`src/rtl/core/gprd_pkg.sv`:
```
// Shared constants, types and decode functions for the gamepad report remapper.
// No dependencies.
`timescale 1ns / 1ps

package gprd_pkg;

    localparam logic [1:0] MODE_NONE   = 2'd0;
    localparam logic [1:0] MODE_SINGLE = 2'd1;
    localparam logic [1:0] MODE_DUAL   = 2'd2;

    localparam logic [1:0] SCALE_8BIT = 2'd0;
    localparam logic [1:0] SCALE_6BIT = 2'd1;
    localparam logic [1:0] SCALE_5BIT = 2'd2;

    localparam int SQRT_STEPS = 24;
    localparam int DIV_STEPS  = 11;

    localparam logic [31:0] DZ_SQ   = 32'd20250000;
    localparam logic [31:0] MAX_SQ  = 32'd1043290000;
    localparam logic [23:0] DZ_M8   = 24'd1152000;
    localparam logic [14:0] SPAN    = 15'd27800;

    typedef struct packed {
        logic dz;
        logic big;
    } mag_flags_t;

    function automatic logic [7:0] scale_k(input logic [1:0] sel);
        case (sel)
            SCALE_8BIT: scale_k = 8'd127;
            SCALE_6BIT: scale_k = 8'd31;
            default:    scale_k = 8'd15;
        endcase
    endfunction

    function automatic logic [2:0] scale_shift(input logic [1:0] sel);
        case (sel)
            SCALE_8BIT: scale_shift = 3'd7;
            SCALE_6BIT: scale_shift = 3'd5;
            default:    scale_shift = 3'd4;
        endcase
    endfunction

    function automatic logic [7:0] scale_centre(input logic [1:0] sel);
        case (sel)
            SCALE_8BIT: scale_centre = 8'd128;
            SCALE_6BIT: scale_centre = 8'd32;
            default:    scale_centre = 8'd16;
        endcase
    endfunction

    function automatic logic [7:0] scale_max(input logic [1:0] sel);
        case (sel)
            SCALE_8BIT: scale_max = 8'd255;
            SCALE_6BIT: scale_max = 8'd63;
            default:    scale_max = 8'd31;
        endcase
    endfunction

    // {up, down, right, left}
    function automatic logic [3:0] dpad_bits(input logic [7:0] code);
        case (code)
            8'd1:    dpad_bits = 4'b1000;
            8'd2:    dpad_bits = 4'b1010;
            8'd3:    dpad_bits = 4'b0010;
            8'd4:    dpad_bits = 4'b0110;
            8'd5:    dpad_bits = 4'b0100;
            8'd6:    dpad_bits = 4'b0101;
            8'd7:    dpad_bits = 4'b0001;
            8'd8:    dpad_bits = 4'b1001;
            default: dpad_bits = 4'b0000;
        endcase
    endfunction

    function automatic logic [12:0] button_word(input logic [7:0] face,
                                                input logic [7:0] menu,
                                                input logic [7:0] dpad);
        button_word = {menu[2], dpad_bits(dpad), 3'b000, menu[3],
                       face[0], face[1], face[3], face[4]};
    endfunction

endpackage

```
`src/rtl/core/gprd_stick_mag.sv`:
```
// Stick magnitude: squares, sum, deadzone flags and pipelined integer square root.
// Depends on gprd_pkg.
`timescale 1ns / 1ps

module gprd_stick_mag
    import gprd_pkg::*;
(
    input  logic               clk,
    input  logic               en,
    input  logic signed [15:0] x,
    input  logic signed [15:0] y,
    output logic [23:0]        m8,
    output logic signed [16:0] ax,
    output logic signed [16:0] ay,
    output mag_flags_t         flags
);

    logic [31:0]        xsq_reg;
    logic [31:0]        ysq_reg;
    logic signed [16:0] ax1_reg;
    logic signed [16:0] ay1_reg;
    logic signed [31:0] xsq_next;
    logic signed [31:0] ysq_next;
    logic [31:0]        s2;

    logic [26:0]        rem_reg  [0:SQRT_STEPS-1];
    logic [47:0]        rad_reg  [0:SQRT_STEPS-1];
    logic [23:0]        q_reg    [0:SQRT_STEPS];
    logic signed [16:0] ax_reg   [0:SQRT_STEPS];
    logic signed [16:0] ay_reg   [0:SQRT_STEPS];
    mag_flags_t         fl_reg   [0:SQRT_STEPS];

    assign xsq_next = x * x;
    assign ysq_next = y * y;
    assign s2       = xsq_reg + ysq_reg;

    always_ff @(posedge clk)
    begin
        if (en)
        begin
            xsq_reg    <= 32'(unsigned'(xsq_next));
            ysq_reg    <= 32'(unsigned'(ysq_next));
            ax1_reg    <= {x[15], x};
            ay1_reg    <= -$signed({y[15], y});
            rem_reg[0] <= '0;
            rad_reg[0] <= {s2, 16'h0000};
            q_reg[0]   <= '0;
            ax_reg[0]  <= ax1_reg;
            ay_reg[0]  <= ay1_reg;
            fl_reg[0]  <= '{dz: (s2 <= DZ_SQ), big: (s2 > MAX_SQ)};
        end
    end

    for (genvar j = 0; j < SQRT_STEPS; j++)
    begin : g_step
        logic [26:0] rsh;
        logic [26:0] trial;
        logic        ge;

        assign rsh   = {rem_reg[j][24:0], rad_reg[j][47:46]};
        assign trial = {1'b0, q_reg[j], 2'b01};
        assign ge    = (rsh >= trial);

        always_ff @(posedge clk)
        begin
            if (en)
            begin
                q_reg[j+1]  <= {q_reg[j][22:0], ge};
                ax_reg[j+1] <= ax_reg[j];
                ay_reg[j+1] <= ay_reg[j];
                fl_reg[j+1] <= fl_reg[j];
            end
        end

        if (j < SQRT_STEPS - 1)
        begin : g_rem
            always_ff @(posedge clk)
            begin
                if (en)
                begin
                    rem_reg[j+1] <= ge ? (rsh - trial) : rsh;
                    rad_reg[j+1] <= {rad_reg[j][45:0], 2'b00};
                end
            end
        end
    end

    assign m8    = q_reg[SQRT_STEPS];
    assign ax    = ax_reg[SQRT_STEPS];
    assign ay    = ay_reg[SQRT_STEPS];
    assign flags = fl_reg[SQRT_STEPS];

endmodule

```
`config.mk`:
```
export PLATFORM = sky130hd
export DESIGN_NAME = gprd_stick_mag
export DESIGN_NICKNAME = d
export VERILOG_FILES = /design/src/rtl/core/gprd_pkg.sv /design/src/rtl/core/gprd_stick_mag.sv
export SDC_FILE = /design/constraint.sdc
export NUM_CORES = 2
export LEC_CHECK = 0
export ABC_AREA = 1
export BUFFER_PORTS_ARGS = -buffer_cell sky130_fd_sc_hd__clkbuf_2
export CAP_MARGIN = 20
export CORE_MARGIN = 2
export CORE_UTILIZATION = 25
export DETAILED_ROUTE_END_ITERATION = 7
export PLACE_DENSITY_LB_ADDON = 0.15
export SETUP_SLACK_MARGIN = 0.02
export SLEW_MARGIN = 10
export SYNTH_ARGS = -nofsm -noshare
export SYNTH_HDL_FRONTEND = slang
export SYNTH_SLANG_ARGS = --single-unit
```
`constraint.sdc`:
```
create_clock -name clk -period 8.5 [get_ports clk]
set_input_delay 0.425 -clock clk [delete_from_list [all_inputs] [get_ports clk]]
set_output_delay 0.425 -clock clk [all_outputs]
set_load 0.005 [all_outputs]
```
* Word level (Yosys, flattened, before mapping)
Memories as Yosys holds them, arrays and structs flattened.
Cells that the tools add are included.
** Operators by class
- $add $sub $neg :: 25
- $mul :: 2
- $lt $le $gt $ge :: 26
- Multiplexer cells :: 25
** Operator list (number)
- greater-or-equal comparator 27 x 26 -> 1 bit :: 24
- two-way mux 27 bit :: 23
- subtractor 27 x 26 -> 27 bit :: 23
- multiplier 16 x 16 -> 32 bit :: 2
- adder 32 bit :: 1
- > comparator 32 x 30 -> 1 bit (second input constant) :: 1
- <= comparator 32 x 25 -> 1 bit (second input constant) :: 1
- negator 16 -> 17 bit :: 1
- two-way mux 1 bit :: 2
** Storage, ports and cells
- Flip-flop bits (word level) :: 97
- Memory bits (writable) :: 3252
- Bits of input ports :: 34
- Output and inout port bits :: 60
- Logic and storage cells :: 88
- Memories kept :: 6
** Memories
- rad_reg :: depth 24, bits a word 46, read ports 24, clocked after Yosys merged registers in 0, write ports 24, line gprd_stick_mag.sv:27 : logic [47:0] rad_reg [0:SQRT_STEPS-1];
- rem_reg :: depth 24, bits a word 27, read ports 24, clocked after Yosys merged registers in 0, write ports 24, line gprd_stick_mag.sv:26 : logic [26:0] rem_reg [0:SQRT_STEPS-1];
- q_reg :: depth 25, bits a word 24, read ports 25, clocked after Yosys merged registers in 0, write ports 25, line gprd_stick_mag.sv:28 : logic [23:0] q_reg [0:SQRT_STEPS];
- ax_reg :: depth 25, bits a word 17, read ports 25, clocked after Yosys merged registers in 0, write ports 25, line gprd_stick_mag.sv:29 : logic signed [16:0] ax_reg [0:SQRT_STEPS];
- ay_reg :: depth 25, bits a word 17, read ports 25, clocked after Yosys merged registers in 0, write ports 25, line gprd_stick_mag.sv:30 : logic signed [16:0] ay_reg [0:SQRT_STEPS];
- fl_reg :: depth 25, bits a word 2, read ports 25, clocked after Yosys merged registers in 0, write ports 25, line gprd_stick_mag.sv:31 : mag_flags_t fl_reg [0:SQRT_STEPS];

* Logic depth before layout (Yosys ltp)
An unclocked memory read counts as a cell.
- Word-level depth :: 3
- Mapped depth :: 27
- Gate-level depth less buffers :: 26

* Worst setup path after synthesis
OpenSTA, ideal clock, no wires.
- Path type :: input-to-reg
- From :: input port y[1]
- To :: register ysq_reg[28], data pin
- Library setup time :: 0.258 ns
- Arrival :: 5.866 ns
- Required time :: 8.242 ns
- Slack :: 2.376 ns
- Stages on the path :: 22
- Path buffers :: 3
- Cells stage by stage :: clkbuf_1 -> buf_1 -> nand2_1 -> inv_1 -> fa_1 -> fa_1 -> fa_1 -> fa_1 -> fa_1 -> inv_1 -> fa_1 -> inv_1 -> ha_1 -> clkbuf_1 -> nand2_1 -> nor2_1 -> and2_1 -> nand3_1 -> nand3_1 -> a21o_1 -> a21oi_1 -> xnor2_1
** Between the ends
- Word-level cells in the longest chain between the ends :: 1
** Ends and longest elaborated chain
- from (decl) :: line gprd_stick_mag.sv:11 : input logic signed [15:0] y,
- multiplier 16 x 16 -> 32 bit :: line gprd_stick_mag.sv:34 : assign ysq_next = y * y;
- via ysq_next[28] :: line gprd_stick_mag.sv:23 : logic signed [31:0] ysq_next;
- to (signal assigned) :: line gprd_stick_mag.sv:42 : ysq_reg <= 32'(unsigned'(ysq_next));
- to (decl) :: line gprd_stick_mag.sv:19 : logic [31:0] ysq_reg;
The timed path passes the listed nets, and every way through them passes these cells.
A chain may end at the register's enable or synchronous reset.

* Worst setup path in the final report
- From :: input port x[9]
- To :: register xsq_reg[23], data pin
** Between the ends
- Word-level cells in the longest chain between the ends :: 1
** Ends and longest elaborated chain
- from (decl) :: line gprd_stick_mag.sv:10 : input logic signed [15:0] x,
- multiplier 16 x 16 -> 32 bit :: line gprd_stick_mag.sv:33 : assign xsq_next = x * x;
- via xsq_next[23] :: line gprd_stick_mag.sv:22 : logic signed [31:0] xsq_next;
- to (signal assigned) :: line gprd_stick_mag.sv:41 : xsq_reg <= 32'(unsigned'(xsq_next));
- to (decl) :: line gprd_stick_mag.sv:18 : logic [31:0] xsq_reg;
The timed path passes the listed nets, and every way through them passes these cells.

==> impl_metrics.ini <==
[timing]
finalCriticalPeriod_ps = 6030
tightest_slew_ps = 1120
slew-limit-headroom_pct = 25.4
setup-tns-final_ps = 0
rsz0062_at_grt = no
finalCritPeriodShare_pct = 71.0
holdWs_ps = 86.7
setup_violations = 0
hold_violations = 0
drv_slew = 0
skew_ps = 81.2
max_freq_mhz = 166

[setup_path]
slowest_delay_ps = 550
r2r_setup_slack_ps = 4900
startpoint = x[9]
crit_top_cell = fa_1
critical_path_arrival_ps = 6720
endpoint_kind = register
rr_startpoint = rem_reg[1][139]
cp.required_ps = 9190
crit_chain = clkbuf_2, nand2_1, inv_1, fa_1, inv_1, fa_1, fa_1, inv_1, fa_1, fa_1, inv_1, fa_1, inv_1, ha_1, nand2_1, nand2_1, a31oi_1, nand3_1, a21oi_1, o21ai_0, a21oi_1, xnor2_1
setup.worst_path.class = input pin to register
rr_endpoint = rem_reg[1][167]
cp_slowest_cell = fa_1
worst_setup_path_start_kind = input pin
path_max_fanout = 18
worstSetupEndpoint = xsq_reg[23]
r2r_cells = 9

[pwr]
powerDensity_nw_per_um2 = 367
p_total_mw = 45.6
p_leak_nw = 50.7
peakVddDrop_mv = 0.624

[yosys]
synthCells = 9572
synthXorXnorAreaFrac_pct = 3.81
syn_nets = 10600
netlist_area_um2 = 109000
postSynthAreaPerCell_um2 = 11.4
synthFlopType = edfxtp_1
synth-edff-count = 2075
ys_types = 71
synth_top_family_by_area = adder cells
synth-seq-cells = 2075
yosys.area_share.simple_pct = 11.6
yosys-mux-area-fraction_pct = 0
seq_area_frac_synth_pct = 57.1
synth_compound_area_share_pct = 6.14
synth_warnings = 0
async_flop_share_pct = 0
synth_fa_ha_area_share_pct = 14.7

[cts]
post_cts.repair.setup_buffers = 0
cts_sinks = 2075
clk_latency_ps = 960
cts_made_buffers = 242
cts_tree = done
cts.clk_slew.worst_paths_ps = 60
clockBufferDepth = 4
cts-root-buf = clkbuf_16
htree_levels = 4
cts_resized = 0
ctsHoldBuffers = 2

[drt]
wl_per_cell_um = 16.4
dr.first_iter.drc_count = 4123
viasPerCell = 4.18
detail-route-antenna-nets = 0
drc_errors = 0
dr.pass1.iters = 7
via_count = 65800
wl_um = 257000

[floorplan]
placeableCoreArea_um2 = 435000
ios = 94
die_w_um = 665
initial_core_util_pct = 25.1
dieHeight_um = 665
rows = 242
dieArea_um2 = 442000

[cells_and_area]
stdcell_count = 15700
layout-drive-gt1-share_pct = 6.76
largest_reg_flops = 535
fin_nets = 10800
area_growth_pct = 13.8

[placement]
gp_congestion = 0.831
placedCellCount = 15300
portBuffers = 93
dp_hpwl_um = 193000

[global_route]
grt_pass1_vias = 68800
antenna_found_initial = 4
grtUsageTotal_pct = 11.5
grt_overflow = 0
grt_pass1_wl_um = 401000
grt_start_max_net_pins = 181

[job]
drv_cap = 0

[worst_hold_path]
hold_class = input pin to register

[outcome]
outcome = finished, final reports clean
[kinds of logic (layout without fill, tap and decap cells)]
kind of cell             count (synthesis)  in the layout
AND/OR/NAND/NOR                       2987           2987
flip-flops                            2075           2075
buffers and inverters                 1858           2272
AO/OA/AOI/OAI                         1182           1182
adder cells (fa/ha/maj)                995            995
XOR/XNOR                               474            474
other                                    1              4
[critical path, delay by kind of cell]
| family | cells | cell delay, ps |
|---|---|---|
| compound gates | 4 | 1370 |
| xor+xnor | 1 | 110 |
| fa+ha+maj | 7 | 3360 |
| buf+inv | 6 | 660 |
| simple gates | 4 | 780 |
[how the worst min path moves through the flow]
stage | to | depth (start not counted) | slack [ps] | start
6_report | ax1_reg[10] | 1 | 90 | x[10]
4_1_cts | ax1_reg[7] | 1 | 20 | x[7]
3_5_place_dp | ax_reg[0][106] | 0 | 400 | ax_reg[0][89]
5_1_grt | ax1_reg[10] | 1 | 60 | x[10]
3_3_place_gp | ax_reg[0][133] | 0 | 400 | ax_reg[0][116]
2_1_floorplan | ax_reg[0][101] | 0 | 400 | ax_reg[0][84]
[cell usage after synthesis, types with 26 or more instances]
cell,number,area [um2]
a21o_1,46,345
nor4_1,37,231
o21bai_1,30,225
buf_4,29,218
o21ai_1,62,310
xnor2_1,206,1800
nor2_1,654,2450
inv_1,1686,6330
ha_1,520,6510
nor3_1,101,505
buf_2,26,130
clkbuf_1,64,240
edfxtp_1,2075,62300
nand4_1,92,576
a31oi_1,40,250
nand3_1,288,1440
nand2_1,1637,6140
xor2_1,268,2350
o211ai_1,26,195
or2_2,58,363
fa_1,475,9510
o21ai_0,421,2110
a21oi_1,430,2150
[routing by layer]
| layer | global-route usage (%) | vias up | wire length, um |
|---|---|---|---|
| li1 | - | 32400 | - |
| met1 | 15.0 | 32000 | 116000 |
| met2 | 19.9 | 972 | 125000 |
| met3 | 1.65 | 372 | 8830 |
| met4 | 3.21 | 2 | 7320 |
| met5 | 0 | - | 13 |
[final cells by class]
class | count | area [um2]
well taps | 5734 | 7170
diodes | 3 | 7.51
clock buffers | 299 | 6310
repair buffers | 117 | 803
multi-input cells | 5639 | 39500
flip-flops and latches | 2075 | 62300
fillers | 44700 | 310000
clock inverters | 146 | 1590
inverters | 1710 | 6440
[stage by stage]
step                setup slack [ps]  utilization, %  cell area, um2
global placement                1550            26.8          116000
finish                          2470            28.6          124000
floorplan                       2380               -          109000
detailed placement              1560            26.8          116000
global route                    2230            28.6          124000
CTS                             2610            28.6          124000
[cell usage in the layout, fill, tap and decap left out, types with 41 or more instances in the layout]
cell       instances
edfxtp_1        2075
inv_1           1686
nand2_1         1637
nor2_1           654
ha_1             520
fa_1             475
a21oi_1          430
o21ai_0          421
nand3_1          288
xor2_1           268
clkbuf_16        244
xnor2_1          206
nor3_1           101
nand4_1           92
clkbuf_2          92
o21ai_1           62
or2_2             58
clkbuf_1          55
clkinv_1          48
a21o_1            46
clkinv_2          41
[power breakdown]
group | total, mW | leakage (nW) | internal (mW) | switching (mW)
Sequential | 14.5 | 19.9 | 13.7 | 0.785
Combinational | 20.8 | 26.9 | 7.32 | 13.4
Clock | 10.3 | 3.82 | 6.08 | 4.26
No activity file was read; power rests on OpenSTA's default activity.
