## config.mk

```make
export PLATFORM = sky130hd
export DESIGN_NAME = gprd_axis_scale
export DESIGN_NICKNAME = d
export VERILOG_FILES = /design/src/rtl/core/gprd_pkg.sv /design/src/rtl/core/gprd_axis_scale.sv
export SDC_FILE = /design/constraint.sdc
export NUM_CORES = 2
export LEC_CHECK = 0
export BUFFER_PORTS_ARGS = -buffer_cell sky130_fd_sc_hd__buf_2
export CAP_MARGIN = 20
export CORE_MARGIN = 3
export CORE_UTILIZATION = 34
export CTS_CLUSTER_SIZE = 14
export DETAILED_ROUTE_END_ITERATION = 6
export GPL_TIMING_DRIVEN = 1
export SLEW_MARGIN = 20
export SYNTH_ARGS = -nofsm -noshare
export SYNTH_HDL_FRONTEND = slang
export SYNTH_SLANG_ARGS = --single-unit
```

## constraint.sdc

```tcl
create_clock -name clk -period 6.6 [get_ports clk]
set_clock_uncertainty 0.05 [all_clocks]
set_input_delay 0.66 -clock clk [delete_from_list [all_inputs] [get_ports clk]]
set_output_delay 0.66 -clock clk [all_outputs]
set_load 0.005 [all_outputs]
```

## src/rtl/core/gprd_pkg.sv

```systemverilog
// Shared constants, types and decode functions for the gamepad report remapper.
// No dependencies.
`timescale 1ns / 1ps

package gprd_pkg;

    localparam logic [1:0] MODE_NONE   = 2'd0;
    localparam logic [1:0] MODE_SINGLE = 2'd1;
    localparam logic [1:0] MODE_DUAL   = 2'd2;

    localparam logic [1:0] SCALE_8BIT = 2'd0;
    localparam logic [1:0] SCALE_6BIT = 2'd1;
    localparam logic [1:0] SCALE_5BIT = 2'd2;

    localparam int SQRT_STEPS = 24;
    localparam int DIV_STEPS  = 11;

    localparam logic [31:0] DZ_SQ   = 32'd20250000;
    localparam logic [31:0] MAX_SQ  = 32'd1043290000;
    localparam logic [23:0] DZ_M8   = 24'd1152000;
    localparam logic [14:0] SPAN    = 15'd27800;

    typedef struct packed {
        logic dz;
        logic big;
    } mag_flags_t;

    function automatic logic [7:0] scale_k(input logic [1:0] sel);
        case (sel)
            SCALE_8BIT: scale_k = 8'd127;
            SCALE_6BIT: scale_k = 8'd31;
            default:    scale_k = 8'd15;
        endcase
    endfunction

    function automatic logic [2:0] scale_shift(input logic [1:0] sel);
        case (sel)
            SCALE_8BIT: scale_shift = 3'd7;
            SCALE_6BIT: scale_shift = 3'd5;
            default:    scale_shift = 3'd4;
        endcase
    endfunction

    function automatic logic [7:0] scale_centre(input logic [1:0] sel);
        case (sel)
            SCALE_8BIT: scale_centre = 8'd128;
            SCALE_6BIT: scale_centre = 8'd32;
            default:    scale_centre = 8'd16;
        endcase
    endfunction

    function automatic logic [7:0] scale_max(input logic [1:0] sel);
        case (sel)
            SCALE_8BIT: scale_max = 8'd255;
            SCALE_6BIT: scale_max = 8'd63;
            default:    scale_max = 8'd31;
        endcase
    endfunction

    // {up, down, right, left}
    function automatic logic [3:0] dpad_bits(input logic [7:0] code);
        case (code)
            8'd1:    dpad_bits = 4'b1000;
            8'd2:    dpad_bits = 4'b1010;
            8'd3:    dpad_bits = 4'b0010;
            8'd4:    dpad_bits = 4'b0110;
            8'd5:    dpad_bits = 4'b0100;
            8'd6:    dpad_bits = 4'b0101;
            8'd7:    dpad_bits = 4'b0001;
            8'd8:    dpad_bits = 4'b1001;
            default: dpad_bits = 4'b0000;
        endcase
    endfunction

    function automatic logic [12:0] button_word(input logic [7:0] face,
                                                input logic [7:0] menu,
                                                input logic [7:0] dpad);
        button_word = {menu[2], dpad_bits(dpad), 3'b000, menu[3],
                       face[0], face[1], face[3], face[4]};
    endfunction

endpackage

```

## src/rtl/core/gprd_axis_scale.sv

```systemverilog
// One axis: deadzone rescale, numerator build and pipelined restoring division.
// Depends on gprd_pkg.
`timescale 1ns / 1ps

module gprd_axis_scale
    import gprd_pkg::*;
(
    input  logic               clk,
    input  logic               en,
    input  logic signed [16:0] a,
    input  logic [23:0]        m8,
    input  mag_flags_t         flags,
    input  logic [1:0]         sel,
    output logic [7:0]         v
);

    // stage A
    logic [23:0]        f_reg;
    logic [38:0]        da_reg;
    logic signed [23:0] ka_reg;
    logic               dza_reg;
    logic [1:0]         sela_reg;
    logic signed [25:0] ka_next;
    logic [38:0]        dm_next;
    // stage B
    logic signed [47:0] n_reg;
    logic [47:0]        cd_reg;
    logic [38:0]        db_reg;
    logic               dzb_reg;
    logic [1:0]         selb_reg;
    logic signed [48:0] n_next;
    logic [47:0]        dext;
    // stage C and divider
    logic signed [47:0] t;
    logic [47:0]        rem_reg [0:DIV_STEPS-1];
    logic [38:0]        d_reg   [0:DIV_STEPS-1];
    logic [10:0]        q_reg   [0:DIV_STEPS];
    logic               neg_reg [0:DIV_STEPS];
    logic               dz_reg  [0:DIV_STEPS];
    logic [1:0]         sel_reg [0:DIV_STEPS];
    // output
    logic [7:0]         v_reg;
    logic [7:0]         vmax;

    assign ka_next = $signed({1'b0, scale_k(sel)}) * a;
    assign dm_next = m8 * SPAN;

    always_ff @(posedge clk)
    begin
        if (en)
        begin
            f_reg    <= flags.big ? 24'd256 : (m8 - DZ_M8);
            da_reg   <= flags.big ? {15'h0000, m8} : dm_next;
            ka_reg   <= ka_next[23:0];
            dza_reg  <= flags.dz;
            sela_reg <= sel;
        end
    end

    assign n_next = ka_reg * $signed({1'b0, f_reg});
    assign dext   = {9'h000, da_reg};

    always_ff @(posedge clk)
    begin
        if (en)
        begin
            n_reg    <= n_next[47:0];
            cd_reg   <= dext << scale_shift(sela_reg);
            db_reg   <= da_reg;
            dzb_reg  <= dza_reg;
            selb_reg <= sela_reg;
        end
    end

    assign t = $signed(cd_reg) + n_reg;

    always_ff @(posedge clk)
    begin
        if (en)
        begin
            rem_reg[0] <= unsigned'(t);
            d_reg[0]   <= db_reg;
            q_reg[0]   <= '0;
            neg_reg[0] <= t[47];
            dz_reg[0]  <= dzb_reg;
            sel_reg[0] <= selb_reg;
        end
    end

    for (genvar j = 0; j < DIV_STEPS; j++)
    begin : g_div
        localparam int SH = DIV_STEPS - 1 - j;
        logic [49:0] remx;
        logic [49:0] dsh;
        logic        ge;

        assign remx = {2'b00, rem_reg[j]};
        assign dsh  = {11'h000, d_reg[j]} << SH;
        assign ge   = (remx >= dsh);

        always_ff @(posedge clk)
        begin
            if (en)
            begin
                q_reg[j+1]   <= {q_reg[j][9:0], ge};
                neg_reg[j+1] <= neg_reg[j];
                dz_reg[j+1]  <= dz_reg[j];
                sel_reg[j+1] <= sel_reg[j];
            end
        end

        if (j < DIV_STEPS - 1)
        begin : g_rem
            always_ff @(posedge clk)
            begin
                if (en)
                begin
                    rem_reg[j+1] <= ge ? 48'(remx - dsh) : rem_reg[j];
                    d_reg[j+1]   <= d_reg[j];
                end
            end
        end
    end

    assign vmax = scale_max(sel_reg[DIV_STEPS]);

    always_ff @(posedge clk)
    begin
        if (en)
        begin
            if (dz_reg[DIV_STEPS])
                v_reg <= scale_centre(sel_reg[DIV_STEPS]);
            else if (neg_reg[DIV_STEPS])
                v_reg <= 8'h00;
            else if (q_reg[DIV_STEPS] > {3'b000, vmax})
                v_reg <= vmax;
            else
                v_reg <= q_reg[DIV_STEPS][7:0];
        end
    end

    assign v = v_reg;

endmodule

```

# [Yosys cells after proc, flatten, opt, wreduce, memory -nomap -nowiden]
# Memories as Yosys holds them, arrays and structs flattened.
# Cells that the tools add are included.
[classes] muxes=21 order_cmp=12 n_reduce_logical=3 n_eq_ne=3 n_addsub=12 n_shift=1 multipliers=3
[ops] op="two-way mux 48 bit" count=10
[ops] op="subtractor 48 bit" count=2
[ops] op=">= comparator 48 x 49 -> 1 bit" count=1
[ops] op="adder 48 bit" count=1
[ops] op=">= comparator 48 x 39 -> 1 bit" count=1
[ops] op=">= comparator 48 x 40 -> 1 bit" count=1
[ops] op=">= comparator 48 x 41 -> 1 bit" count=1
[ops] op=">= comparator 48 x 42 -> 1 bit" count=1
[ops] op=">= comparator 48 x 43 -> 1 bit" count=1
[ops] op=">= comparator 48 x 44 -> 1 bit" count=1
[ops] op=">= comparator 48 x 45 -> 1 bit" count=1
[ops] op=">= comparator 48 x 46 -> 1 bit" count=1
[ops] op=">= comparator 48 x 47 -> 1 bit" count=1
[ops] op=">= comparator 48 bit" count=1
[ops] op="multiplier 24 x 25 -> 48 bit" count=1
[ops] op="left shift 39 x 3 -> 48 bit" count=1
[ops] op="subtractor 48 x 40 -> 48 bit" count=1
[ops] op="subtractor 48 x 41 -> 48 bit" count=1
[ops] op="subtractor 48 x 42 -> 48 bit" count=1
[ops] op="subtractor 48 x 43 -> 48 bit" count=1
[ops] op="subtractor 48 x 44 -> 48 bit" count=1
[ops] op="subtractor 48 x 45 -> 48 bit" count=1
[ops] op="subtractor 48 x 46 -> 48 bit" count=1
[ops] op="subtractor 48 x 47 -> 48 bit" count=1
[ops] op="13 further kinds" count=21
[word_totals] n_memories=6 output_inout_bits=8 ramBits=1137 reg_bits=236 wordCells=74
[memory_table] name="rem_reg" depth=11 width=48 read_ports=11 rd_ports_with_merged_regs=0 wr=11 line="gprd_axis_scale.sv:35" source="logic [47:0] rem_reg [0:DIV_STEPS-1];"
[memory_table] name="d_reg" depth=11 width=39 read_ports=11 rd_ports_with_merged_regs=0 wr=11 line="gprd_axis_scale.sv:36" source="logic [38:0] d_reg [0:DIV_STEPS-1];"
[memory_table] name="q_reg" depth=12 width=11 read_ports=12 rd_ports_with_merged_regs=0 wr=12 line="gprd_axis_scale.sv:37" source="logic [10:0] q_reg [0:DIV_STEPS];"
[memory_table] name="sel_reg" depth=12 width=2 read_ports=12 rd_ports_with_merged_regs=0 wr=12 line="gprd_axis_scale.sv:40" source="logic [1:0] sel_reg [0:DIV_STEPS];"
[memory_table] name="dz_reg" depth=12 width=1 read_ports=12 rd_ports_with_merged_regs=0 wr=12 line="gprd_axis_scale.sv:39" source="logic dz_reg [0:DIV_STEPS];"
[memory_table] name="neg_reg" depth=12 width=1 read_ports=12 rd_ports_with_merged_regs=0 wr=12 line="gprd_axis_scale.sv:38" source="logic neg_reg [0:DIV_STEPS];"

# [Logic depth before layout (Yosys ltp)]
# An unclocked memory read counts as a cell.
[depth] word_depth=7 depth_mapped=28 depth_no_buf=27

# [Worst setup path before layout]
# OpenSTA, ideal clock, no wires.
[synth_timing] kind="reg2reg" startpoint="reg ka_reg[5]" endpoint="reg n_reg[46], data pin" path_stages_with_launch=28 arrival_time_ps=6672 slack_ps=-384 period_less_slack_ps=6984 cell_sequence="edfxtp_1 -> clkbuf_1 -> nand2_1 -> fa_1 -> inv_1 -> fa_1 -> inv_1 -> fa_1 -> inv_1 -> ha_1 -> fa_1 -> inv_1 -> fa_1 -> inv_1 -> fa_1 -> ha_1 -> clkbuf_1 -> a41o_1 -> a221oi_1 -> o31ai_1 -> a211oi_2 -> nor2_1 -> a211oi_2 -> o21a_1 -> o211ai_1 -> a41oi_1 -> o21ai_1 -> xor2_1"
[synth_via] elab_chain_len=1
[synth_lines] item="from (decl)" line="gprd_axis_scale.sv:20" source="logic signed [23:0] ka_reg;"
[synth_lines] item="from (signal assigned)" line="gprd_axis_scale.sv:54" source="ka_reg <= ka_next[23:0];"
[synth_lines] item="multiplier 24 x 25 -> 48 bit" line="gprd_axis_scale.sv:60" source="assign n_next = ka_reg * $signed({1'b0, f_reg});"
[synth_lines] item="net n_next[46]" line="gprd_axis_scale.sv:31" source="logic signed [48:0] n_next;"
[synth_lines] item="to (signal assigned)" line="gprd_axis_scale.sv:67" source="n_reg <= n_next[47:0];"
[synth_lines] item="to (decl)" line="gprd_axis_scale.sv:26" source="logic signed [47:0] n_reg;"
# The timed path passes the listed nets, and every way through them passes these cells.
# A chain may end at the register's enable or synchronous reset.

# [Final worst setup path]
[layout_timing] startpoint="reg ka_reg[6]" endpoint="reg n_reg[46], data pin"
# Same word-level chain as after synthesis.

==> metrics.cfg <==
[finish]
area_growth_pct = 12.4
nets = 11161
multi_input_area_um2 = 53500
area.sequential_um2 = 39000
largest_reg_flops = 527
final_util = 0.386
n_fill_cell = 27565
drive_above_1_share = 0.0858

[global_route]
overflow = 0
grt_first_pass_wirelength_um = 370000
grt_pass1_vias = 69171
track_usage = 0.154
antenna_found_initial = 2
grt_max_degree = 176

[synth]
synth_area_leaders = edfxtp_1 (40%), fa_1 (14%), ha_1 (11%), inv_1 (5.4%), a21oi_1 (3.4%)
syn_avg_cell_area_um2 = 10.6
yosysUniqueCellTypes = 92
syn_inst = 9313
synth_async_sr_flop_share = 0
synth_top_flop_cell = edfxtp_1
synth-warning-count = 0
ys_seq_area_frac = 0.397
syn_area_um2 = 98400
synth-edff-count = 1300
syn_nets = 10891
synth_top_area_cell = edfxtp_1
yosysTopAreaCellShare = 0.397
ys_ff_latch = 1300

[place]
dp_hpwl_um = 184000
port_buffers = 54
gp_congestion = 0.964

[timing]
finalSetupViolations = 15
fin_crit_sh = 1.05
tns_ps = -2560
maxSlewHeadroom = 0.242
finalWorstSetupSlack_ps = -312
rsz0062_at_grt = true
fin_crit_ps = 6910
worst_pin_slew_ps = 1130
finalHoldViolCount = 0
finalMaxSlewViolations = 0
fmax_ghz = 0.145
fin_hold_ws_ps = 147

[setup_path]
critPathKind = flip-flop to flip-flop
r2r_slack_ps = -310
worst_setup_path_end_kind = flip-flop
cp.arrival_ps = 7400
worstSetupStartpointType = flip-flop
worstPathRequired_ps = 7090
crit_fanout = 10

[clocking]
clkSlewWorstSetupHoldPaths_ps = 80
cts-root-buf = clkbuf_16
cts_made_buffers = 146
cts_tree = built
cts_max_path_buffers = 3
clock_sinks = 1300
worstSkewPairLatency_ps = 810
htreeDepth = 4

[detailed_routing]
vias_per_cell = 4.98
detailedRoute.firstPassIterationCount = 7
detail-route-antenna-nets = 0
vias = 66971
wl_per_cell_um = 17.2
drcViolationCount = 0
drtIter0Drc = 3838
wl_um = 231000

[floorplanning]
die-area_um2 = 296000
die_h_um = 544
initial_core_util = 0.343
die_w_um = 544
fp.coreArea_um2 = 286000
row_count = 196
ios = 55

[job]
drv_cap = 0

[worst_hold_path]
hold_class = input port to flip-flop

[status]
violations = setup timing
status = finished with violations

-- timing repair --
item | 4_1_cts | 5_1_grt
hold buffers | 1 | 0
setup buffers | 28 | 7
setup endpoints to repair | 21 | 24
pin swaps | 68 | 48
resized for setup | 74 | 26
endpoints found under the hold margin | 1 | 0
cloned | 1 | 1
-- cells in the mapped netlist (all sizes together), types with 16 or more instances --
| library cell | number |
|---|---|
| edfxtp | 1300 |
| a21oi | 662 |
| o21a | 67 |
| xor2 | 188 |
| nand2b | 89 |
| inv | 1422 |
| or2 | 24 |
| nor2 | 502 |
| xnor2 | 308 |
| nand3 | 105 |
| and3 | 71 |
| and2 | 307 |
| o21ai | 414 |
| o21bai | 73 |
| nand4 | 76 |
| o211ai | 27 |
| nor2b | 102 |
| nand2 | 728 |
| fa | 673 |
| ha | 858 |
| o31ai | 50 |
| a21o | 332 |
| nor4 | 20 |
| buf | 35 |
| clkbuf | 220 |
| or3 | 26 |
| a221oi | 17 |
| mux2i | 43 |
| and4 | 17 |
| a211oi | 54 |
| a2111oi | 18 |
| a21boi | 28 |
| mux2 | 79 |
| nor3b | 16 |
| a31oi | 52 |
| nor3 | 95 |
-- metal layers --
layer | share of wire | GRT usage | up-vias | wire length [um]
met4 | 0.046 | 0.0663 | 2 | 10700
met5 | 0.000052 | 0 | - | 12
met3 | 0.033 | 0.0174 | 505 | 7520
met1 | 0.42 | 0.187 | 32325 | 97200
li1 | - | - | 32559 | -
met2 | 0.50 | 0.276 | 1580 | 115000
-- worst paths after layout --
kind,startpoint,to,cells after the start
max,ka_reg[6],n_reg[46],25
min reg2reg,sel_reg[1][1],sel_reg[2][1],0
max reg2reg,ka_reg[6],n_reg[46],25
min,a[0],ka_reg[0],1
-- cell type report --
cell class / instances / share of cell area
Inverter: 1422 / 0.0483
Clock inverter: 86 / 0.00974
Clock buffer: 173 / 0.0340
Sequential cell: 1300 / 0.353
Multi-Input combinational cell: 6336 / 0.484
Antenna cell: 1 / 0.0000226
Tap cell: 3762 / 0.0426
Timing Repair Buffer: 377 / 0.0280
-- critical path: stages, from the launching register on --
cell       delay, ps
edfxtp_1         430
buf_4            180
clkbuf_16        170
and2_1           150
fa_1             480
fa_1             510
inv_1             50
fa_1             480
fa_1             520
inv_1             50
fa_1             470
fa_1             540
inv_1             50
fa_1             530
inv_1             40
ha_1             330
nand4_1          130
nand2_2           90
a211oi_4         280
nor2_2            70
a211oi_2         270
o21a_1           200
o211ai_1         130
a41oi_2          210
o21ai_1          110
xor2_1           150
-- cells in the final DEF, fill, tap and decap left out, types with 89 or more instances in the layout --
cell	n
buf_4	274
nand2b_1	89
inv_1	1408
nand3_1	102
ha_1	841
a21oi_1	653
xor2_1	188
nor3_1	95
fa_1	659
nor2b_1	102
edfxtp_1	1300
xnor2_1	308
o21ai_0	390
and2_1	294
nand2_1	723
nor2_1	499
clkbuf_16	147
a21o_1	331
-- stage by stage --
| stage | instance area, um^2 | setup WS, ps | std cells |
|---|---|---|---|
| finish | 111000 | -312 | 13457 |
| global route | 111000 | -497 | 13456 |
| CTS | 110000 | -417 | 13448 |
| detailed placement | 105000 | -526 | 13159 |
| global placement | 105000 | -522 | 13159 |
| floorplan | 98700 | -0.0648 | 9313 |
-- cell families (layout without fill, tap and decap cells) --
logic type / after synthesis / after routing / share of synthesized area
simple gates: 2232 / 2232 / 0.110
compound gates: 1955 / 1955 / 0.125
buf+inv: 1677 / 2058 / 0.0642
fa+ha+maj: 1531 / 1531 / 0.246
flops: 1300 / 1300 / 0.397
xor+xnor: 496 / 496 / 0.0442
mux: 122 / 122 / 0.0134
other cells: 0 / 1 / 0
Power is left out: the tool's default activity adds up to more than one toggle a clock period on the data nets, which glitch-free logic cannot reach.
